--- src/rtl/apfe_pkg.sv ---
`timescale 1ns / 1ps
package apfe_pkg;

  localparam int SAMPLE_W     = 10;
  localparam int SAMPLE_TOP   = (1 << SAMPLE_W) - 1;
  localparam int CHAN_W       = 6;
  localparam int THR_W        = 8;
  localparam int STATUS_W     = 2;
  localparam int BASE_OUT_W   = 13;
  localparam int SPREAD_OUT_W = 25;
  localparam int NET_OUT_W    = 19;
  localparam int CFG_IDX_W    = 2;
  localparam int CFG_DATA_W   = 8;

  localparam logic [SAMPLE_W-1:0] SAMPLE_MAX     = '1;
  localparam logic [CHAN_W-1:0]   ACTIVE_CH_RST  = 6'd63;
  localparam logic [THR_W-1:0]    PILEUP_THR_RST = 8'd6;

  // configuration register indexes
  localparam logic [CFG_IDX_W-1:0] CFG_ACTIVE_CH  = 2'd0;
  localparam logic [CFG_IDX_W-1:0] CFG_PILEUP_THR = 2'd1;

  typedef enum logic [STATUS_W-1:0] {
    ST_OK          = 2'd0,
    ST_BAD_CHANNEL = 2'd1,
    ST_WRONG_LEN   = 2'd2
  } status_t;

  // one sample word after the squaring stage
  typedef struct packed {
    logic [CHAN_W-1:0]     chan;
    logic [SAMPLE_W-1:0]   sample;
    logic                  last_sample;
    logic [2*SAMPLE_W-1:0] sq;
  } front_word_t;

endpackage

--- src/rtl/adc_pulse_feature_extractor.sv ---
`timescale 1ns / 1ps
// channel  direction  handshake              payload
// in       input      in_valid / in_ready    in_channel, in_sample, in_last_sample
// out      output     out_valid / out_ready  out_pulse_channel, out_status, out_peak,
//                                            out_floor, out_baseline_sum,
//                                            out_spread_scaled, out_net_area_scaled,
//                                            out_pileup
// cfg      input      cfg_valid / cfg_ready  cfg_index, cfg_data
//
// one sample word per clock while in_ready is high; the running sums close in a single register loop
// after its last word is accepted, a result passes the input, square, totals, multiply
// and output registers before it shows on the output
// reset clears all stage valids and pulse sums, config returns to 63 and 6
// out_ready low fills the stages behind the output register before in_ready drops
// cfg_ready is always high
module adc_pulse_feature_extractor
  import apfe_pkg::*;
#(
  parameter int SAMPLES_PER_PULSE = 32,
  parameter int BASELINE_WINDOW   = 5,
  localparam int CNT_W  = $clog2(SAMPLES_PER_PULSE + 2),
  localparam int BASE_W = $clog2(BASELINE_WINDOW * SAMPLE_TOP + 1),
  localparam int SQ_W   = $clog2(BASELINE_WINDOW * SAMPLE_TOP * SAMPLE_TOP + 1),
  localparam int AREA_W = $clog2(SAMPLES_PER_PULSE * SAMPLE_TOP + 1)
) (
  input  logic                        clk,
  input  logic                        rst_n,
  input  logic                        in_valid,
  output logic                        in_ready,
  input  logic [CHAN_W-1:0]           in_channel,
  input  logic [SAMPLE_W-1:0]         in_sample,
  input  logic                        in_last_sample,
  output logic                        out_valid,
  input  logic                        out_ready,
  output logic [CHAN_W-1:0]           out_pulse_channel,
  output logic [STATUS_W-1:0]         out_status,
  output logic [SAMPLE_W-1:0]         out_peak,
  output logic [SAMPLE_W-1:0]         out_floor,
  output logic [BASE_OUT_W-1:0]       out_baseline_sum,
  output logic [SPREAD_OUT_W-1:0]     out_spread_scaled,
  output logic signed [NET_OUT_W-1:0] out_net_area_scaled,
  output logic                        out_pileup,
  input  logic                        cfg_valid,
  output logic                        cfg_ready,
  input  logic [CFG_IDX_W-1:0]        cfg_index,
  input  logic [CFG_DATA_W-1:0]       cfg_data
);

  logic [CHAN_W-1:0]   active_ch_r;
  logic [THR_W-1:0]    pileup_thr_r;
  logic                word_valid;
  logic                word_ready;
  front_word_t         word;
  logic                snap_valid;
  logic                snap_ready;
  logic [CHAN_W-1:0]   snap_chan;
  logic [CNT_W-1:0]    snap_count;
  logic [SAMPLE_W-1:0] snap_peak;
  logic [SAMPLE_W-1:0] snap_floor;
  logic [BASE_W-1:0]   snap_base;
  logic [SQ_W-1:0]     snap_sq;
  logic [AREA_W-1:0]   snap_area;

  assign cfg_ready = 1'b1;

  always_ff @(posedge clk) begin
    if (!rst_n) begin
      active_ch_r  <= ACTIVE_CH_RST;
      pileup_thr_r <= PILEUP_THR_RST;
    end else if (cfg_valid) begin
      unique case (cfg_index)
        CFG_ACTIVE_CH:  active_ch_r  <= cfg_data[CHAN_W-1:0];
        CFG_PILEUP_THR: pileup_thr_r <= cfg_data[THR_W-1:0];
        default: begin
        end
      endcase
    end
  end

  apfe_front u_front (
    .clk            (clk),
    .rst_n          (rst_n),
    .in_valid       (in_valid),
    .in_ready       (in_ready),
    .in_channel     (in_channel),
    .in_sample      (in_sample),
    .in_last_sample (in_last_sample),
    .word_valid     (word_valid),
    .word_ready     (word_ready),
    .word           (word)
  );

  apfe_accum #(
    .SAMPLES_PER_PULSE (SAMPLES_PER_PULSE),
    .BASELINE_WINDOW   (BASELINE_WINDOW)
  ) u_accum (
    .clk        (clk),
    .rst_n      (rst_n),
    .word_valid (word_valid),
    .word_ready (word_ready),
    .word       (word),
    .snap_valid (snap_valid),
    .snap_ready (snap_ready),
    .snap_chan  (snap_chan),
    .snap_count (snap_count),
    .snap_peak  (snap_peak),
    .snap_floor (snap_floor),
    .snap_base  (snap_base),
    .snap_sq    (snap_sq),
    .snap_area  (snap_area)
  );

  apfe_final #(
    .SAMPLES_PER_PULSE (SAMPLES_PER_PULSE),
    .BASELINE_WINDOW   (BASELINE_WINDOW)
  ) u_final (
    .clk                 (clk),
    .rst_n               (rst_n),
    .snap_valid          (snap_valid),
    .snap_ready          (snap_ready),
    .snap_chan           (snap_chan),
    .snap_count          (snap_count),
    .snap_peak           (snap_peak),
    .snap_floor          (snap_floor),
    .snap_base           (snap_base),
    .snap_sq             (snap_sq),
    .snap_area           (snap_area),
    .active_channels     (active_ch_r),
    .pileup_threshold    (pileup_thr_r),
    .out_valid           (out_valid),
    .out_ready           (out_ready),
    .out_pulse_channel   (out_pulse_channel),
    .out_status          (out_status),
    .out_peak            (out_peak),
    .out_floor           (out_floor),
    .out_baseline_sum    (out_baseline_sum),
    .out_spread_scaled   (out_spread_scaled),
    .out_net_area_scaled (out_net_area_scaled),
    .out_pileup          (out_pileup)
  );

endmodule

--- src/rtl/apfe_front.sv ---
`timescale 1ns / 1ps
module apfe_front
  import apfe_pkg::*;
(
  input  logic                clk,
  input  logic                rst_n,
  input  logic                in_valid,
  output logic                in_ready,
  input  logic [CHAN_W-1:0]   in_channel,
  input  logic [SAMPLE_W-1:0] in_sample,
  input  logic                in_last_sample,
  output logic                word_valid,
  input  logic                word_ready,
  output front_word_t         word
);

  logic                v1_r;
  logic [CHAN_W-1:0]   ch1_r;
  logic [SAMPLE_W-1:0] s1_r;
  logic                last1_r;
  logic                v2_r;
  front_word_t         word_r;
  logic                rdy2;
  logic                mv1;
  logic                in_fire;

  assign rdy2     = !v2_r || word_ready;
  assign mv1      = v1_r && rdy2;
  assign in_ready = !v1_r || rdy2;
  assign in_fire  = in_valid && in_ready;

  always_ff @(posedge clk) begin
    if (!rst_n) begin
      v1_r <= 1'b0;
      v2_r <= 1'b0;
    end else begin
      if (in_fire) begin
        v1_r <= 1'b1;
      end else if (mv1) begin
        v1_r <= 1'b0;
      end
      if (mv1) begin
        v2_r <= 1'b1;
      end else if (word_ready) begin
        v2_r <= 1'b0;
      end
    end
  end

  always_ff @(posedge clk) begin
    if (in_fire) begin
      ch1_r   <= in_channel;
      s1_r    <= in_sample;
      last1_r <= in_last_sample;
    end
    if (mv1) begin
      word_r.chan        <= ch1_r;
      word_r.sample      <= s1_r;
      word_r.last_sample <= last1_r;
      word_r.sq          <= (2*SAMPLE_W)'(s1_r) * (2*SAMPLE_W)'(s1_r);
    end
  end

  assign word_valid = v2_r;
  assign word       = word_r;

endmodule

--- src/rtl/apfe_accum.sv ---
`timescale 1ns / 1ps
module apfe_accum
  import apfe_pkg::*;
#(
  parameter int SAMPLES_PER_PULSE = 32,
  parameter int BASELINE_WINDOW   = 5,
  localparam int CNT_W  = $clog2(SAMPLES_PER_PULSE + 2),
  localparam int BASE_W = $clog2(BASELINE_WINDOW * SAMPLE_TOP + 1),
  localparam int SQ_W   = $clog2(BASELINE_WINDOW * SAMPLE_TOP * SAMPLE_TOP + 1),
  localparam int AREA_W = $clog2(SAMPLES_PER_PULSE * SAMPLE_TOP + 1)
) (
  input  logic                clk,
  input  logic                rst_n,
  input  logic                word_valid,
  output logic                word_ready,
  input  front_word_t         word,
  output logic                snap_valid,
  input  logic                snap_ready,
  output logic [CHAN_W-1:0]   snap_chan,
  output logic [CNT_W-1:0]    snap_count,
  output logic [SAMPLE_W-1:0] snap_peak,
  output logic [SAMPLE_W-1:0] snap_floor,
  output logic [BASE_W-1:0]   snap_base,
  output logic [SQ_W-1:0]     snap_sq,
  output logic [AREA_W-1:0]   snap_area
);

  logic [CNT_W-1:0]    count_r, count_nxt;
  logic [BASE_W-1:0]   base_r, base_nxt;
  logic [SQ_W-1:0]     sq_r, sq_nxt;
  logic [AREA_W-1:0]   area_r, area_nxt;
  logic [SAMPLE_W-1:0] peak_r, peak_nxt;
  logic [SAMPLE_W-1:0] floor_r, floor_nxt;
  logic                snap_v_r;
  logic [CHAN_W-1:0]   snap_chan_r;
  logic [CNT_W-1:0]    snap_count_r;
  logic [SAMPLE_W-1:0] snap_peak_r;
  logic [SAMPLE_W-1:0] snap_floor_r;
  logic [BASE_W-1:0]   snap_base_r;
  logic [SQ_W-1:0]     snap_sq_r;
  logic [AREA_W-1:0]   snap_area_r;
  logic                in_len;
  logic                in_win;
  logic                snap_rdy;
  logic                take;

  assign snap_rdy   = !snap_v_r || snap_ready;
  assign word_ready = !word.last_sample || snap_rdy;
  assign take       = word_valid && word_ready;

  always_comb begin
    in_len    = 32'(count_r) < SAMPLES_PER_PULSE;
    in_win    = 32'(count_r) < BASELINE_WINDOW;
    count_nxt = count_r;
    base_nxt  = base_r;
    sq_nxt    = sq_r;
    area_nxt  = area_r;
    peak_nxt  = peak_r;
    floor_nxt = floor_r;
    // samples past the nominal length only bump the count, which saturates one above it
    if (in_len) begin
      if (in_win) begin
        base_nxt = base_r + BASE_W'(word.sample);
        sq_nxt   = sq_r + SQ_W'(word.sq);
      end
      area_nxt = area_r + AREA_W'(word.sample);
      if (peak_r <= word.sample) begin
        peak_nxt = word.sample;
      end
      if (floor_r >= word.sample) begin
        floor_nxt = word.sample;
      end
    end
    if (32'(count_r) < SAMPLES_PER_PULSE + 1) begin
      count_nxt = count_r + 1'b1;
    end
  end

  always_ff @(posedge clk) begin
    if (!rst_n) begin
      count_r  <= '0;
      base_r   <= '0;
      sq_r     <= '0;
      area_r   <= '0;
      peak_r   <= '0;
      floor_r  <= SAMPLE_MAX;
      snap_v_r <= 1'b0;
    end else begin
      if (take) begin
        if (word.last_sample) begin
          count_r <= '0;
          base_r  <= '0;
          sq_r    <= '0;
          area_r  <= '0;
          peak_r  <= '0;
          floor_r <= SAMPLE_MAX;
        end else begin
          count_r <= count_nxt;
          base_r  <= base_nxt;
          sq_r    <= sq_nxt;
          area_r  <= area_nxt;
          peak_r  <= peak_nxt;
          floor_r <= floor_nxt;
        end
      end
      if (take && word.last_sample) begin
        snap_v_r <= 1'b1;
      end else if (snap_ready) begin
        snap_v_r <= 1'b0;
      end
    end
  end

  // totals including the closing word
  always_ff @(posedge clk) begin
    if (take && word.last_sample) begin
      snap_chan_r  <= word.chan;
      snap_count_r <= count_nxt;
      snap_peak_r  <= peak_nxt;
      snap_floor_r <= floor_nxt;
      snap_base_r  <= base_nxt;
      snap_sq_r    <= sq_nxt;
      snap_area_r  <= area_nxt;
    end
  end

  assign snap_valid = snap_v_r;
  assign snap_chan  = snap_chan_r;
  assign snap_count = snap_count_r;
  assign snap_peak  = snap_peak_r;
  assign snap_floor = snap_floor_r;
  assign snap_base  = snap_base_r;
  assign snap_sq    = snap_sq_r;
  assign snap_area  = snap_area_r;

  a_count_sat: assert property (@(posedge clk) disable iff (!rst_n)
    32'(count_r) <= SAMPLES_PER_PULSE + 1)
    else $error("sample count past saturation");

  a_clear_after_last: assert property (@(posedge clk) disable iff (!rst_n)
    take && word.last_sample |=> count_r == '0 && base_r == '0 && floor_r == SAMPLE_MAX)
    else $error("pulse state not cleared after last word");

endmodule

--- src/rtl/apfe_final.sv ---
`timescale 1ns / 1ps
module apfe_final
  import apfe_pkg::*;
#(
  parameter int SAMPLES_PER_PULSE = 32,
  parameter int BASELINE_WINDOW   = 5,
  localparam int CNT_W     = $clog2(SAMPLES_PER_PULSE + 2),
  localparam int BASE_W    = $clog2(BASELINE_WINDOW * SAMPLE_TOP + 1),
  localparam int SQ_W      = $clog2(BASELINE_WINDOW * SAMPLE_TOP * SAMPLE_TOP + 1),
  localparam int AREA_W    = $clog2(SAMPLES_PER_PULSE * SAMPLE_TOP + 1),
  localparam int WQ_W      = $clog2(BASELINE_WINDOW * BASELINE_WINDOW
                                    * SAMPLE_TOP * SAMPLE_TOP + 1),
  localparam int NET_W     = $clog2(BASELINE_WINDOW * SAMPLES_PER_PULSE * SAMPLE_TOP + 1) + 1,
  localparam int NET_MAG_W = NET_W - 1,
  localparam int THR_SC_W  = THR_W + $clog2(BASELINE_WINDOW * BASELINE_WINDOW + 1),
  localparam int CMP_W     = (WQ_W > THR_SC_W) ? WQ_W : THR_SC_W
) (
  input  logic                        clk,
  input  logic                        rst_n,
  input  logic                        snap_valid,
  output logic                        snap_ready,
  input  logic [CHAN_W-1:0]           snap_chan,
  input  logic [CNT_W-1:0]            snap_count,
  input  logic [SAMPLE_W-1:0]         snap_peak,
  input  logic [SAMPLE_W-1:0]         snap_floor,
  input  logic [BASE_W-1:0]           snap_base,
  input  logic [SQ_W-1:0]             snap_sq,
  input  logic [AREA_W-1:0]           snap_area,
  input  logic [CHAN_W-1:0]           active_channels,
  input  logic [THR_W-1:0]            pileup_threshold,
  output logic                        out_valid,
  input  logic                        out_ready,
  output logic [CHAN_W-1:0]           out_pulse_channel,
  output logic [STATUS_W-1:0]         out_status,
  output logic [SAMPLE_W-1:0]         out_peak,
  output logic [SAMPLE_W-1:0]         out_floor,
  output logic [BASE_OUT_W-1:0]       out_baseline_sum,
  output logic [SPREAD_OUT_W-1:0]     out_spread_scaled,
  output logic signed [NET_OUT_W-1:0] out_net_area_scaled,
  output logic                        out_pileup
);

  logic                        v4_r;
  status_t                     stat4_r;
  logic [CHAN_W-1:0]           chan4_r;
  logic [SAMPLE_W-1:0]         peak4_r;
  logic [SAMPLE_W-1:0]         floor4_r;
  logic [BASE_W-1:0]           base4_r;
  logic [WQ_W-1:0]             wq4_r;
  logic [WQ_W-1:0]             ss4_r;
  logic signed [NET_W-1:0]     net4_r;
  logic                        out_valid_r;
  logic [CHAN_W-1:0]           out_chan_r;
  status_t                     out_status_r;
  logic [SAMPLE_W-1:0]         out_peak_r;
  logic [SAMPLE_W-1:0]         out_floor_r;
  logic [BASE_OUT_W-1:0]       out_base_r;
  logic [SPREAD_OUT_W-1:0]     out_spread_r;
  logic signed [NET_OUT_W-1:0] out_net_r;
  logic                        out_pileup_r;
  logic                        rdy_o;
  logic                        rdy4;
  logic                        mv3;
  logic                        mv4;
  status_t                     status_c;
  logic [NET_MAG_W-1:0]        wt_c;
  logic [NET_MAG_W-1:0]        sp_c;
  logic signed [NET_W-1:0]     net_c;
  logic [WQ_W-1:0]             spread_c;
  logic [THR_SC_W-1:0]         thr_sc_c;
  logic                        pile_c;

  assign rdy_o      = !out_valid_r || out_ready;
  assign rdy4       = !v4_r || rdy_o;
  assign snap_ready = rdy4;
  assign mv3        = snap_valid && rdy4;
  assign mv4        = v4_r && rdy_o;

  always_comb begin
    // channel check wins over the length check
    if (snap_chan == '0 || snap_chan > active_channels) begin
      status_c = ST_BAD_CHANNEL;
    end else if (32'(snap_count) != SAMPLES_PER_PULSE) begin
      status_c = ST_WRONG_LEN;
    end else begin
      status_c = ST_OK;
    end
    wt_c  = NET_MAG_W'(snap_area * BASELINE_WINDOW);
    sp_c  = NET_MAG_W'(snap_base * SAMPLES_PER_PULSE);
    net_c = $signed({1'b0, wt_c}) - $signed({1'b0, sp_c});
  end

  // w*q >= s*s always holds, so the difference stays non-negative
  assign spread_c = wq4_r - ss4_r;
  assign thr_sc_c = THR_SC_W'(pileup_threshold * (BASELINE_WINDOW * BASELINE_WINDOW));
  assign pile_c   = CMP_W'(spread_c) >= CMP_W'(thr_sc_c);

  always_ff @(posedge clk) begin
    if (!rst_n) begin
      v4_r        <= 1'b0;
      out_valid_r <= 1'b0;
    end else begin
      if (mv3) begin
        v4_r <= 1'b1;
      end else if (rdy_o) begin
        v4_r <= 1'b0;
      end
      if (mv4) begin
        out_valid_r <= 1'b1;
      end else if (out_ready) begin
        out_valid_r <= 1'b0;
      end
    end
  end

  always_ff @(posedge clk) begin
    if (mv3) begin
      stat4_r  <= status_c;
      chan4_r  <= snap_chan;
      peak4_r  <= snap_peak;
      floor4_r <= snap_floor;
      base4_r  <= snap_base;
      wq4_r    <= WQ_W'(snap_sq * BASELINE_WINDOW);
      ss4_r    <= WQ_W'(snap_base) * WQ_W'(snap_base);
      net4_r   <= net_c;
    end
    if (mv4) begin
      out_chan_r   <= chan4_r;
      out_status_r <= stat4_r;
      case (stat4_r)
        ST_OK: begin
          out_peak_r   <= peak4_r;
          out_floor_r  <= floor4_r;
          out_base_r   <= BASE_OUT_W'(base4_r);
          out_spread_r <= SPREAD_OUT_W'(spread_c);
          out_net_r    <= NET_OUT_W'(net4_r);
          out_pileup_r <= pile_c;
        end
        ST_WRONG_LEN: begin
          out_peak_r   <= '0;
          out_floor_r  <= SAMPLE_MAX;
          out_base_r   <= '0;
          out_spread_r <= '0;
          out_net_r    <= '0;
          out_pileup_r <= 1'b0;
        end
        default: begin
          out_peak_r   <= '0;
          out_floor_r  <= '0;
          out_base_r   <= '0;
          out_spread_r <= '0;
          out_net_r    <= '0;
          out_pileup_r <= 1'b0;
        end
      endcase
    end
  end

  assign out_valid           = out_valid_r;
  assign out_pulse_channel   = out_chan_r;
  assign out_status          = out_status_r;
  assign out_peak            = out_peak_r;
  assign out_floor           = out_floor_r;
  assign out_baseline_sum    = out_base_r;
  assign out_spread_scaled   = out_spread_r;
  assign out_net_area_scaled = out_net_r;
  assign out_pileup          = out_pileup_r;

  a_pileup_only_ok: assert property (@(posedge clk) disable iff (!rst_n)
    out_valid_r && out_pileup_r |-> out_status_r == ST_OK)
    else $error("pile-up flagged on a rejected pulse");

  a_ok_peak_floor: assert property (@(posedge clk) disable iff (!rst_n)
    out_valid_r && out_status_r == ST_OK |-> out_floor_r <= out_peak_r)
    else $error("floor above peak on a good pulse");

endmodule

--- config.mk ---
export PLATFORM = sky130hd
export DESIGN_NAME = adc_pulse_feature_extractor
export DESIGN_NICKNAME = d
export VERILOG_FILES = /design/src/rtl/apfe_pkg.sv /design/src/rtl/adc_pulse_feature_extractor.sv /design/src/rtl/apfe_front.sv /design/src/rtl/apfe_accum.sv /design/src/rtl/apfe_final.sv
export SDC_FILE = /design/constraint.sdc
export NUM_CORES = 1
export LEC_CHECK = 0
export ABC_AREA = 1
export BUFFER_PORTS_ARGS = -buffer_cell sky130_fd_sc_hd__buf_2
export CAP_MARGIN = 25
export CORE_ASPECT_RATIO = 0.9
export CORE_MARGIN = 2
export CORE_UTILIZATION = 58
export CTS_BUF_LIST = sky130_fd_sc_hd__clkbuf_8 sky130_fd_sc_hd__clkbuf_16
export DETAILED_ROUTE_END_ITERATION = 8
export GPL_ROUTABILITY_DRIVEN = 0
export PLACE_DENSITY_LB_ADDON = 0.3
export SLEW_MARGIN = 20
export SYNTH_ARGS = -nofsm -noshare
export SYNTH_HDL_FRONTEND = slang
export SYNTH_SLANG_ARGS = --single-unit
export TNS_END_PERCENT = 30
--- constraint.sdc ---
create_clock -name clk -period 5.1 [get_ports clk]
set_input_delay 1.02 -clock clk [delete_from_list [all_inputs] [get_ports clk]]
set_output_delay 1.02 -clock clk [all_outputs]
set_load 0.01 [all_outputs]
# Word level (Yosys, flattened, before mapping)

Cells that the tools add are included.

Multipliers: 5
Eq/ne operators: 3
Reductions and logical operators: 29
Muxes and demuxes: 28
$lt $le $gt $ge: 7
$add $sub $neg: 6

Operator list:

| operator                                                             | count |
|---|---|
| 23-bit two-way mux                                                   | 3 |
| 10-bit two-way mux                                                   | 6 |
| 13-bit two-way mux                                                   | 3 |
| 15-bit two-way mux                                                   | 2 |
| 25-bit by 13-bit greater-or-equal comparator with 1-bit output       | 1 |
| 13-bit by 13-bit multiplier with 25-bit output                       | 1 |
| 23-bit by 3-bit multiplier with 25-bit output, second input constant | 1 |
| 25-bit subtractor                                                    | 1 |
| 23-bit by 20-bit adder with 23-bit output                            | 1 |
| 10-bit by 10-bit multiplier with 20-bit output                       | 1 |
| 10-bit case mux with 2 select lines                                  | 1 |
| 18-bit by 18-bit subtractor with 19-bit output                       | 1 |
| 15-bit by 3-bit multiplier with 18-bit output, second input constant | 1 |
| 15-bit by 10-bit adder with 15-bit output                            | 1 |
| 13-bit by 10-bit adder with 13-bit output                            | 1 |
| 8-bit by 5-bit multiplier with 13-bit output, second input constant  | 1 |
| 6-bit less-than comparator, second input constant                    | 2 |
| 6-bit two-way mux                                                    | 2 |
| 10-bit greater-or-equal comparator                                   | 1 |
| 10-bit less-or-equal comparator                                      | 1 |
| 1-bit two-way mux                                                    | 10 |
| 2-bit nonzero test                                                   | 5 |
| 1-bit logical OR                                                     | 7 |
| 6-bit by 1-bit adder with 6-bit output, second input constant        | 1 |
| 11 further kinds                                                     | 23 |

Output and inout bits: 89
Input port bits: 32
Word-level logic and storage cells: 121
Bits in registers: 429

# Depth between registers and ports, before layout

Depth after elaboration: 9
Mapped depth: 25
Gate-level depth less buffers: 25

# By module

Synthesis repeated with hierarchy kept, for this count alone.

Cell total of the unflattened synthesis: 3585
Area total of the unflattened synthesis: 31101.1 sq um

By module, submodules not included:

| module                      | seq. area each (sq um) | times used | area each (sq um) | cells each |
|---|---|---|---|---|
| apfe_final                  | 5865.6                 | 1          | 16727.3           | 1832 |
| apfe_accum                  | 4053.9                 | 1          | 9235.1            | 1200 |
| apfe_front                  | 1601.5                 | 1          | 4548.1            | 476 |
| adc_pulse_feature_extractor | 280.3                  | 1          | 590.6             | 77 |

# Worst setup path after synthesis

OpenSTA, ideal clock, no wires.

Path kind: in2reg
Start point: input out_ready
End point: register u_final.out_base_r[0] (netlist: u_final.out_baseline_sum[0]), enable pin
Cell stages on the path: 2
Path buffers: 0
Library setup time: 0.533 ns
Arrival: 4.683 ns
Slack: -0.116 ns
Required time: 4.567 ns
Cells stage by stage: nor2_1 nor2_1

Longest elaborated chain between the ends: 2

Ends and longest elaborated chain:

| element              | line                              | text |
|---|---|---|
| from (decl)          | adc_pulse_feature_extractor.sv:34 | `input logic out_ready,` |
| 1-bit logical OR     | apfe_final.sv:73                  | `assign rdy_o = !out_valid_r \|\| out_ready;` |
| 1-bit logical AND    | apfe_final.sv:77                  | `assign mv4 = v4_r && rdy_o;` |
| via u_final.mv4      | apfe_final.sv:64                  | `logic mv4;` |
| to (signal assigned) | apfe_final.sv:134                 | `out_base_r <= BASE_OUT_W'(base4_r);` |
| to (decl)            | apfe_final.sv:57                  | `logic [BASE_OUT_W-1:0] out_base_r;` |

The timed path passes the listed nets, and every way through them passes these cells.
A chain may end at the register's enable or synchronous reset.

# Final worst setup path

Start point: register u_accum.snap_base_r[5] (netlist: u_accum.snap_base[5])
End point: register u_final.ss4_r[17] (data pin)

Longest elaborated chain between the ends: 1

Ends and longest elaborated chain:

| element                                        | line              | text |
|---|---|---|
| from (decl)                                    | apfe_accum.sv:39  | `logic [BASE_W-1:0] snap_base_r;` |
| from (signal assigned)                         | apfe_accum.sv:121 | `snap_base_r <= base_nxt;` |
| 13-bit by 13-bit multiplier with 25-bit output | apfe_final.sv:124 | `ss4_r <= WQ_W'(snap_base) * WQ_W'(snap_base);` |
| to (signal assigned)                           | apfe_final.sv:124 |  |
| to (decl)                                      | apfe_final.sv:50  | `logic [WQ_W-1:0] ss4_r;` |

No other way between the ends.

==> results.md <==
- Number of inserted diodes: 0
- Routed wire per std cell: 15.3 um
- Max-slew violations: 0
- Number of setup violations in the final report: 0
- Core area: 52,800 sq um
- Cells after Synth: 3,526
- Setup crit end: u_final.ss4_r[17]
- Layout Area Growth over Synthesis: 11.7%
- Initial Util: 0.584
- Worst path required time: 5.43 ns
- Synthesized area per cell: 8.74 sq um
- R2R depth: 20
- WP data arrival: 5.42 ns
- Worst reg2reg path endpoint: u_final.ss4_r[17]
- Post-synthesis simple-gate area fraction: 0.167
- Flops & latches, synth: 425
- Worst-Skew Late Latency: 0.59 ns
- Hold-fix buffers at CTS: 0
- CP Capture Type: flip-flop
- Post-Syn Area: 30,800 sq um
- Largest family of logic cells by synthesized area: adder cells
- Setup ws final: 0.00845 ns
- Most common cell after layout, fill and taps aside: nand2_1
- Residual DRC: 0
- Adder-Cell Fraction of Synth Area: 0.236
- Clk buf depth: 3
- Fin crit share: 0.998
- Die W: 247 um
- Syn Nets: 4,043
- Post-synthesis compound-gate area fraction: 0.0762
- DRT iter0 DRCs: 1,565
- H-Tree Level Count: 2
- Hold Vio Cnt, Final: 0
- Worst slew pin tran: 0.991 ns
- Cell area power density: 349 nW/um^2
- Startpoint types: flip-flop
- Slew headroom: 0.339
- Via count: 23,200
- PortBufs: 119
- Main area contributors after synthesis: edfxtp_1 32%, ha_1 13%, fa_1 11%, nand2_1 9.9%, inv_1 8.7%
- Root Buffer: clkbuf_16
- Antenna-violating nets left: 0
- Top-area cell type share of the netlist area: 0.321
- Worst Hold Class: reg -> reg
- Number of global-route vias before repair: 22,000
- Total track usage: 0.244
- Gr ovfl total: 0
- Syn. warnings: 0
- Status: completed
- Maxcap violations: 0
- Final instance count without filler cells: 4,439
- Synth Area in XOR/XNOR: 0.0375
- First-pass detailed-route iteration total: 6
- Initial antenna violation count: 0
- Leakage: 16.9 nW
- CTS Buf Count: 46
- Floorplan row count: 80
- Distinct cells, synth: 49
- Mux contribution to synthesized area: 0.000975
- Worst reg2reg startpoint: u_accum.snap_base[5]
- Clock Sinks: 425
- CTS tree: built
- Worst Path Max Fanout: 5
- Reg clk slew, reported paths: 0.06 ns
- Tmin final: 5.09 ns
- Post-DP HPWL: 52,200 um
- Largest net degree at the start of global routing: 74
- First-pass GRT wire length: 109,000 um
- Setup crit start: u_accum.snap_base[5]
- Die height: 223 um
- Reg2Reg Setup Slack: 0.008 ns
- Sequential-to-total area share from yosys stat: 0.383
- Die area: 55,000 sq um
- Worst Skew: 0.0182 ns
- Proportion of layout cells with a drive suffix above 1: 0.0997
- WS Path Type: reg -> reg
- Cells after DPL: 4,322
- Total routed wirelength: 67,800 um
- Vias per Instance: 5.22
- Most frequent cells in the layout: 800 x nand2_1, 717 x inv_1, 329 x edfxtp_1
- Total Nets Final: 4,223
- VDD IR max: 0.000580 V
- Max frequency: 196 MHz
- Setup WS pre-CTS: -0.100 ns
- Synth area leader: edfxtp_1
- I/O pin count: 121
## stage by stage
stage	util	total power, mW	hold WS, ns	cell area (sq um)	setup TNS, ns
floorplan	-	7.42	0.400	30800	0
global placement	0.614	8.39	0.400	32400	0
detailed placement	0.614	8.46	0.405	32400	-0.340
CTS	0.643	11.7	0.411	33900	0
global route	0.652	12.8	0.418	34400	-1.03
finish	0.652	12.0	0.412	34400	0
## synth_stat cells (all sizes together)
| cell type | instances |
|---|---|
| nor4 | 8 |
| o31ai | 4 |
| inv | 721 |
| a31oi | 7 |
| a21o | 9 |
| o21a | 8 |
| o22ai | 1 |
| nand3 | 119 |
| or2 | 13 |
| dfxtp | 96 |
| a211oi | 4 |
| buf | 23 |
| conb | 1 |
| a21boi | 10 |
| o21ai | 106 |
| clkbuf | 53 |
| ha | 323 |
| xnor2 | 55 |
| xor2 | 77 |
| fa | 162 |
| nor2 | 239 |
| o211ai | 16 |
| and2 | 12 |
| a221oi | 2 |
| nor3 | 25 |
| nand4 | 30 |
| o21bai | 15 |
| a22o | 1 |
| and3 | 2 |
| a31o | 2 |
| nand2 | 814 |
| edfxtp | 329 |
| nand3b | 6 |
| mux2i | 3 |
| a21oi | 230 |
## cell type report
type	count	area (sq um)
Inverter	721	2710
Sequential cell	425	11800
Clock buffer	48	1180
Tap cell	697	872
Clock inverter	36	295
Multi-Input combinational cell	2304	16200
Timing Repair Buffer	208	1310
Fill cell	4204	18300
## per-layer routing
metal  routed length [um]  track usage  up-vias
li1                     -            -    11600
met1                30400        0.337    10800
met2                32000        0.406      645
met3                 3910       0.0339       91
met4                 1520       0.0647        0
met5                    0            0        -
## power by group
group / internal (mW) / total [mW] / switching (mW)
registers: 4.09 / 4.19 / 0.0969
logic: 1.80 / 4.56 / 2.76
clock network: 1.84 / 3.26 / 1.42
## worst min path at each step
stage,end,cells past startpoint,startpoint,slack [ns]
floorplan,u_accum.snap_chan[0],0,u_front.word[31],0.40
global placement,u_final.peak4_r[0],0,u_accum.snap_peak[0],0.40
detailed placement,u_accum.snap_chan[0],0,u_front.word[31],0.40
CTS,u_final.floor4_r[0],0,u_accum.snap_floor[0],0.41
global route,u_accum.snap_chan[0],0,u_front.word[31],0.42
finish,u_final.floor4_r[0],0,u_accum.snap_floor[0],0.41
## flip-flops by register name, summed over array words and instances (netlist names), 12 cells and up
register,flops
u_accum.area_r,15
u_accum.base_r,13
u_accum.snap_area,15
u_accum.snap_base,13
u_accum.snap_sq,23
u_accum.sq_r,23
u_final.base4_r,12
u_final.net4_r,19
u_final.out_baseline_sum,13
u_final.out_net_area_scaled,19
u_final.out_spread_scaled,25
u_final.ss4_r,24
u_final.wq4_r,25
u_front.word,35
## repair_timing
action | CTS | global route
setup buffers | 5 | 27
pin swaps | 0 | 14
setup endpoints to repair | 5 | 12
resized for setup | 4 | 62
## cell families (layout without fill, tap and decap cells)
family / count (synthesis) / in the layout
fa+ha+maj: 485 / 485
mux: 3 / 3
buf+inv: 797 / 1013
compound gates: 415 / 415
simple gates: 1268 / 1268
other cells: 1 / 1
flops: 425 / 425
xor+xnor: 132 / 132
## worst max-delay path, stage by stage (launching register included)
cell      delay [ns]
edfxtp_1        0.48
buf_6           0.17
nand2_1         0.08
inv_1           0.08
fa_1            0.52
inv_1           0.09
fa_1            0.56
inv_1           0.07
fa_1            0.50
inv_1           0.05
fa_1            0.49
fa_1            0.54
inv_1           0.06
ha_4            0.24
nand2_2         0.08
nor2_1          0.06
nor2_2          0.12
nor3_2          0.05
a211oi_2        0.30
o21bai_1        0.14
xor2_1          0.15
Power figures use the tool's default switching activity.
